--- src/design/cpts_pkg.sv ---
// Shared types and constants for the task scheduler.
package cpts_pkg;

    localparam logic [1:0] ST_RUNNING  = 2'd0;
    localparam logic [1:0] ST_SLEEPING = 2'd1;
    localparam logic [1:0] ST_EXITED   = 2'd2;

    localparam logic [2:0] FN_TICK    = 3'd0;
    localparam logic [2:0] FN_SLEEP   = 3'd1;
    localparam logic [2:0] FN_YIELD   = 3'd2;
    localparam logic [2:0] FN_INSTALL = 3'd3;
    localparam logic [2:0] FN_EXIT    = 3'd4;

    localparam logic [9:0] MS_PER_SECOND = 10'd1000;
    localparam logic [8:0] COUNTER_MAX   = 9'd511;

    typedef struct packed {
        logic [1:0] status;
        logic [8:0] counter;
        logic [7:0] prio;
        logic [31:0] wake;
    } t_slot;

    typedef enum logic [3:0] {
        S_IDLE, S_OP_RD, S_OP_WR, S_WAKE_RD, S_WAKE_WR,
        S_PICK_RD, S_PICK_CHK, S_RECH_RD, S_RECH_WR, S_OUT
    } t_state;

endpackage

--- src/design/counter_priority_task_scheduler.sv ---
// Top level: slot table in a one-port synchronous memory, sequenced read-modify-write passes.
// Install and unknown functions go straight to the result; exit and non-scheduling ticks
// take a read and a write state first. A scheduling pass adds a wake sweep and a pick over
// all slots, and, while the best running counter is zero, up to two recharge sweeps, each
// followed by a re-pick. A new request is taken only when idle and the last result is taken.
// Reset (synchronous, active low) clears present bits, current task and control only.
module counter_priority_task_scheduler
    import cpts_pkg::*;
#(
    parameter int TASK_SLOTS = 16
) (
    input  logic        i_clk,
    input  logic        i_rst_n,
    input  logic        i_valid,
    output logic        o_ready,
    input  logic [2:0]  i_func,
    input  logic [31:0] i_now_ms,
    input  logic [15:0] i_sleep_seconds,
    input  logic [3:0]  i_task_slot,
    input  logic [7:0]  i_task_priority,
    output logic        o_valid,
    input  logic        i_ready,
    output logic [3:0]  o_next_task,
    output logic        o_switched,
    output logic        o_idle_fallback
);
    localparam int AW = (TASK_SLOTS > 1) ? $clog2(TASK_SLOTS) : 1;

    t_slot mem [TASK_SLOTS];
    t_slot r_rd;
    logic [TASK_SLOTS-1:0] r_present, n_present;

    t_state r_state, n_state;
    logic [2:0]  r_func;
    logic [31:0] r_now, r_wake_new;
    logic [3:0]  r_slot;
    logic [AW-1:0] r_cur, n_cur, r_idx, n_idx, r_best, n_best;
    logic [9:0]  r_top, n_top;   // bit 9: none found
    logic [1:0]  r_pass, n_pass;
    logic        r_run, n_run, r_idle, n_idle;
    logic        r_ovalid, n_ovalid;

    logic          mem_we, rd_en;
    logic [AW-1:0] mem_addr;
    t_slot         mem_wd;
    logic          slot_ok;
    logic [AW-1:0] in_slot;
    logic [8:0]    tick_cnt;
    logic [9:0]    rech_sum;
    logic          last_idx;

    assign slot_ok  = ({28'd0, i_task_slot} < 32'(TASK_SLOTS));
    assign in_slot  = AW'(i_task_slot);
    assign last_idx = (r_idx == AW'(TASK_SLOTS - 1));
    assign tick_cnt = (r_rd.counter != 9'd0) ? r_rd.counter - 9'd1 : 9'd0;
    assign rech_sum = {2'd0, r_rd.prio} + {2'd0, r_rd.counter[8:1]};

    always_ff @(posedge i_clk) begin
        if (mem_we) mem[mem_addr] <= mem_wd;
        if (rd_en)  r_rd <= mem[mem_addr];
    end

    // next state
    always_comb begin
        n_state = r_state;
        case (r_state)
            S_IDLE: begin
                if (i_valid && !r_ovalid) begin
                    case (i_func)
                        FN_TICK, FN_SLEEP, FN_EXIT: n_state = S_OP_RD;
                        FN_YIELD:                   n_state = S_WAKE_RD;
                        default:                    n_state = S_OUT;
                    endcase
                end
            end
            S_OP_RD: n_state = S_OP_WR;
            S_OP_WR: n_state = n_run ? S_WAKE_RD : S_OUT;
            S_WAKE_RD: n_state = S_WAKE_WR;
            S_WAKE_WR: n_state = last_idx ? S_PICK_RD : S_WAKE_RD;
            S_PICK_RD: n_state = S_PICK_CHK;
            S_PICK_CHK: begin
                if (!last_idx) n_state = S_PICK_RD;
                else if (n_top == 10'd0 && r_pass != 2'd2) n_state = S_RECH_RD;
                else n_state = S_OUT;
            end
            S_RECH_RD: n_state = S_RECH_WR;
            S_RECH_WR: n_state = last_idx ? S_PICK_RD : S_RECH_RD;
            S_OUT: n_state = S_IDLE;
            default: n_state = S_IDLE;
        endcase
    end

    // datapath and outputs
    always_comb begin
        n_present = r_present;
        n_cur = r_cur;
        n_idx = r_idx;
        n_best = r_best;
        n_top = r_top;
        n_pass = r_pass;
        n_run = r_run;
        n_idle = r_idle;
        n_ovalid = r_ovalid && !i_ready;
        mem_we = 1'b0;
        rd_en = 1'b0;
        mem_addr = r_idx;
        mem_wd = r_rd;
        o_ready = (r_state == S_IDLE) && !r_ovalid;
        case (r_state)
            S_IDLE: begin
                n_idx = '0;
                n_pass = 2'd0;
                if (i_valid && !r_ovalid) begin
                    n_run = 1'b0;
                    n_idle = 1'b0;
                    if (i_func == FN_YIELD) n_run = 1'b1;
                    if (i_func == FN_INSTALL && slot_ok) begin
                        mem_we = 1'b1;
                        mem_addr = in_slot;
                        mem_wd.status = ST_RUNNING;
                        mem_wd.prio = (i_task_priority == 8'd0) ? 8'd1 : i_task_priority;
                        mem_wd.counter = {1'b0, mem_wd.prio};
                        mem_wd.wake = '0;
                        n_present[in_slot] = 1'b1;
                    end
                    if (i_func == FN_TICK || i_func == FN_SLEEP) begin
                        rd_en = 1'b1;
                        mem_addr = r_cur;
                    end else if (i_func == FN_EXIT) begin
                        rd_en = 1'b1;
                        mem_addr = in_slot;
                    end
                end
            end
            S_OP_RD: begin
                // read data now in r_rd
            end
            S_OP_WR: begin
                case (r_func)
                    FN_TICK: begin
                        if (r_present[r_cur]) begin
                            mem_we = 1'b1;
                            mem_addr = r_cur;
                            mem_wd.counter = tick_cnt;
                            n_run = (tick_cnt == 9'd0);
                        end else begin
                            n_run = 1'b1;
                        end
                    end
                    FN_SLEEP: begin
                        mem_we = 1'b1;
                        mem_addr = r_cur;
                        mem_wd.wake = r_wake_new;
                        mem_wd.status = ST_SLEEPING;
                        // absent slot: fields other than wake are undefined anyway
                        n_run = 1'b1;
                    end
                    FN_EXIT: begin
                        if ({28'd0, r_slot} < 32'(TASK_SLOTS) && r_present[AW'(r_slot)]) begin
                            mem_we = 1'b1;
                            mem_addr = AW'(r_slot);
                            mem_wd.status = ST_EXITED;
                        end
                    end
                    default: ;
                endcase
            end
            S_WAKE_RD: begin
                rd_en = 1'b1;
            end
            S_WAKE_WR: begin
                if (r_present[r_idx] && r_rd.status != ST_EXITED && r_now > r_rd.wake) begin
                    mem_we = 1'b1;
                    mem_wd.status = ST_RUNNING;
                end
                n_idx = last_idx ? '0 : r_idx + AW'(1);
                n_top = 10'h200;
                n_best = '0;
            end
            S_PICK_RD: begin
                rd_en = 1'b1;
            end
            S_PICK_CHK: begin
                if (r_present[r_idx] && r_rd.status == ST_RUNNING &&
                    (r_top[9] || {1'b0, r_rd.counter} > r_top)) begin
                    n_top = {1'b0, r_rd.counter};
                    n_best = r_idx;
                end
                n_idx = last_idx ? '0 : r_idx + AW'(1);
                if (last_idx) begin
                    if (n_top == 10'd0 && r_pass != 2'd2) begin
                        n_pass = r_pass + 2'd1;
                    end else begin
                        n_cur = n_top[9] ? '0 : n_best;
                        n_idle = n_top[9];
                    end
                end
            end
            S_RECH_RD: begin
                rd_en = 1'b1;
            end
            S_RECH_WR: begin
                if (r_present[r_idx]) begin
                    mem_we = 1'b1;
                    mem_wd.counter = (rech_sum > {1'b0, COUNTER_MAX}) ? COUNTER_MAX : rech_sum[8:0];
                end
                n_idx = last_idx ? '0 : r_idx + AW'(1);
                n_top = 10'h200;
                n_best = '0;
            end
            S_OUT: begin
                n_ovalid = 1'b1;
            end
            default: ;
        endcase
    end

    always_ff @(posedge i_clk) begin
        if (!i_rst_n) begin
            r_state <= S_IDLE;
            r_present <= '0;
            r_cur <= '0;
            r_ovalid <= 1'b0;
            r_idx <= '0;
            r_pass <= 2'd0;
            r_run <= 1'b0;
            r_idle <= 1'b0;
        end else begin
            r_state <= n_state;
            r_present <= n_present;
            r_cur <= n_cur;
            r_ovalid <= n_ovalid;
            r_idx <= n_idx;
            r_pass <= n_pass;
            r_run <= n_run;
            r_idle <= n_idle;
        end
    end

    always_ff @(posedge i_clk) begin
        r_top <= n_top;
        r_best <= n_best;
        if (o_ready && i_valid) begin
            r_func <= i_func;
            r_now <= i_now_ms;
            r_slot <= i_task_slot;
            r_wake_new <= i_now_ms + {16'd0, i_sleep_seconds} * {22'd0, MS_PER_SECOND};
        end
    end

    assign o_valid = r_ovalid;
    assign o_next_task = 4'(r_cur);
    assign o_switched = r_run;
    assign o_idle_fallback = r_idle;
endmodule

--- config.mk ---
export PLATFORM = sky130hd
export DESIGN_NAME = counter_priority_task_scheduler
export DESIGN_NICKNAME = d
export VERILOG_FILES = /design/src/design/cpts_pkg.sv /design/src/design/counter_priority_task_scheduler.sv
export SDC_FILE = /design/constraint.sdc
export NUM_CORES = 1
export LEC_CHECK = 0
export BUFFER_PORTS_ARGS = -buffer_cell sky130_fd_sc_hd__buf_2
export CAP_MARGIN = 20
export CORE_MARGIN = 5
export CORE_UTILIZATION = 65
export CTS_CLUSTER_SIZE = 30
export DETAILED_ROUTE_END_ITERATION = 7
export PLACE_DENSITY = 0.84
export SYNTH_ARGS = -nofsm -noshare
export SYNTH_HDL_FRONTEND = slang
export SYNTH_SLANG_ARGS = --single-unit
--- constraint.sdc ---
create_clock -name i_clk -period 18.98 [get_ports i_clk]
set_input_delay 1.898 -clock i_clk [delete_from_list [all_inputs] [get_ports i_clk]]
set_output_delay 1.898 -clock i_clk [all_outputs]
set_load 0.005 [all_outputs]
==> impl_metrics.tcl <==
set metrics [dict create \
    status "finished, final reports clean" \
    synthesis.area_um2 43300 \
    grt_start_max_net_pins 208 \
    pwr-share-comb_pct 42.4 \
    ys_types 83 \
    internal_power_mw 5.25 \
    crit_top_cell "fa_1" \
    fin_util_pct 71.7 \
    hold_buffers 0 \
    root_buffer "clkbuf_16" \
    clockBufferDepth 3 \
    portBuffers 74 \
    clk_pin_slew_ps 60 \
    clock_power_share_pct 20.0 \
    boundaryPins 75 \
    tns_ps 0 \
    post_cts_buffers 0 \
    drtPass1Iterations 7 \
    grt_usage_pct 30.3 \
    fin_crit_ps 7860 \
    ys_seq_area_share_pct 67.1 \
    cts_buffers 93 \
    grt.overflow.total 0 \
    hold_path.class "flip-flop to flip-flop" \
    ys_seq_elements 982 \
    grt_pass1_vias 29200 \
    nNetsFinal 3487 \
    rsz0062_at_grt "false" \
    ctsHtreeMaxLevel 3 \
    row_count 94 \
    min_period_over_period_pct 41.4 \
    drc_errors 0 \
    area_growth_syn_to_layout_pct 9.20 \
    finalHoldViolCount 0 \
    worst-setup-path-type "input pin to flip-flop" \
    pwr-share-seq_pct 37.6 \
    crit_chain "buf_2, fa_1, fa_1, inv_1, fa_1, fa_1, inv_1, ha_1, o21ai_0, a21boi_0, o21ai_0, nor2b_1, xnor2_1, ha_1, a211o_1, o32ai_1, o31ai_1, o41ai_1, o21ai_0, o41a_1, nand4_1, xnor2_1" \
    start_kind "input pin" \
    p_switching_mw 3.32 \
    cp_max_fo 5 \
    drt-initial-drc-count 3602 \
    required_ps 19370 \
    ant_nets 0 \
    clkLatencyLatePin_ps 650 \
    fillers 3891 \
    cts_resized 0 \
    async_flop_share_pct 0 \
    start_util_pct 65.7 \
    setup_viol 0 \
    cts_sinks 982 \
    dieArea_um2 71900 \
    powerDensity_nw_per_um2 181 \
    ir_drop_mv 0.237 \
    cts_tree "yes" \
    slowest_stage "o41ai_1" \
    gp_congestion 0.934 \
    num_vias 28800 \
    fin_skew_ps 27.4 \
    critPathArrivalTime_ps 8260 \
    die_h_um 268 \
    relSlewSlack_pct 22.3 \
    antenna_found_initial 1 \
    avgSynthCellArea_um2 13.5 \
    drv_slew 0 \
    synth_ff_type "edfxtp_1" \
    cp-end-kind "flip-flop" \
    dp_hpwl_um 59800 \
    drive_above_1_share_pct 8.81 \
    totalWireLength_um 110000 \
    sw_frac_of_total_pct 38.7 \
    grt_pass1_wl_um 167000 \
    post_drt_wl_per_cell_um 26.3 \
    die_w_um 268 \
    p_leak_nw 16.4 \
    yosys_warnings 0 \
    viasPerCell 6.91 \
    cap_violations 0 \
    slowest_delay_ps 660 \
    syn_inst 3200 \
    syn_nets 3454 \
    synth_edf_count 939 \
    fmax_mhz 127 \
    core_area_um2 66000 \
    timing_worst_slew_pin_value_ps 1160 \
]
[cell usage after synthesis (all sizes together), types with 32 or more instances]
cell | n | area, um^2
edfxtp | 939 | 28200
buf | 67 | 373
dfxtp | 43 | 861
ha | 131 | 1640
o221ai | 55 | 482
a21oi | 278 | 1390
a221oi | 207 | 1810
a22o | 32 | 280
clkbuf | 110 | 413
nand2 | 515 | 1930
o22a | 53 | 464
nor2 | 118 | 445
inv | 152 | 571
xnor2 | 42 | 368
o21ai | 58 | 294
fa | 56 | 1120
[worst paths after layout]
path,from,endpoint,slack (ps),depth (start not counted)
setup / recovery,i_sleep_seconds[0],r_wake_new[31]$_DFFE_PP_,11120,22
hold / removal,o_idle_fallback$_SDFFE_PN0P_,o_idle_fallback$_SDFFE_PN0P_,490,2
setup reg to reg,o_next_task[0]$_SDFFE_PN0P_,r_rd[43]$_DFFE_PP_,12640,12
hold reg to reg,o_idle_fallback$_SDFFE_PN0P_,o_idle_fallback$_SDFFE_PN0P_,490,2
[power groups by stage]
stage	combinational, mW	sequential, mW	clock (mW)
6_report	3.63	3.22	1.72
5_1_grt	3.96	3.23	1.82
4_1_cts	3.56	3.21	1.73
3_5_place_dp	3.52	3.26	0
3_3_place_gp	3.36	3.25	0
2_1_floorplan	2.61	3.18	0
[cell type report]
type	instances	area, um^2	area share (%)
tap	864	1080	2.28
timing repair buffer	115	716	1.51
sequential	982	29100	61.4
antenna	1	2.50	0.00529
clock inverter	47	352	0.743
inverter	152	572	1.21
multi-input combinational	1889	13100	27.7
clock buffer	117	2440	5.15
[routing by layer]
| metal | track usage (%) | vias up | wire [um] |
|---|---|---|---|
| li1 | - | 12400 | - |
| met1 | 39.4 | 14000 | 37500 |
| met2 | 50.9 | 2078 | 54600 |
| met3 | 6.11 | 370 | 13300 |
| met4 | 12.3 | 0 | 4370 |
| met5 | 0 | - | 0 |
[metrics by stage]
stage	power (mW)	hold WS, ps	instance area, um^2	setup WS [ps]	instances
6_report	8.57	492	47300	11120	4167
5_1_grt	9.01	539	47300	10550	4166
4_1_cts	8.50	488	47300	11150	4163
3_5_place_dp	6.77	480	44500	10480	3999
3_3_place_gp	6.60	466	44500	10680	3999
2_1_floorplan	5.79	453	43300	10140	3200
[layout by cell type (no fill, tap or decap), types with 23 or more instances in the layout]
cell,synthesis,routed
buf_2,52,74
inv_1,152,151
clkbuf_16,0,94
ha_1,131,131
a21oi_1,278,278
o221ai_1,55,55
edfxtp_1,939,939
nor2_1,117,104
buf_4,5,37
xnor2_1,42,42
dfxtp_1,43,43
clkbuf_1,110,23
o22a_1,53,53
nand2_1,515,513
a21o_1,25,25
nor3_1,30,26
o21ai_0,56,56
nand3_1,23,23
fa_1,56,56
a22o_1,32,32
a221oi_1,207,207
[cell families after synthesis]
| family | after synthesis | synth area share [%] |
|---|---|---|
| flip-flops | 982 | 67.1 |
| AO/OA/AOI/OAI | 823 | 13.5 |
| AND/OR/NAND/NOR | 799 | 7.88 |
| buffers and inverters | 329 | 3.13 |
| adder cells (fa/ha/maj) | 187 | 6.37 |
| XOR/XNOR | 50 | 1.01 |
| multiplexers | 30 | 1.02 |
[flip-flops by register name (all words and copies together) (netlist names)]
signal / flops
r_rd: 51
o_switched: 1
r_top: 10
o_idle_fallback: 1
r_func: 3
r_pass: 2
o_next_task: 4
mem: 816
r_idx: 4
r_state: 4
r_slot: 4
r_now: 32
r_present: 16
r_best: 4
r_wake_new: 29
o_valid: 1
[worst max-delay path, delay by kind of cell]
family | cells | cell delay, ps
compound gates | 9 | 2890
fa+ha+maj | 6 | 2660
simple gates | 2 | 330
buf+inv | 3 | 240
xor+xnor | 2 | 210
(Power assumes the default switching activity.)
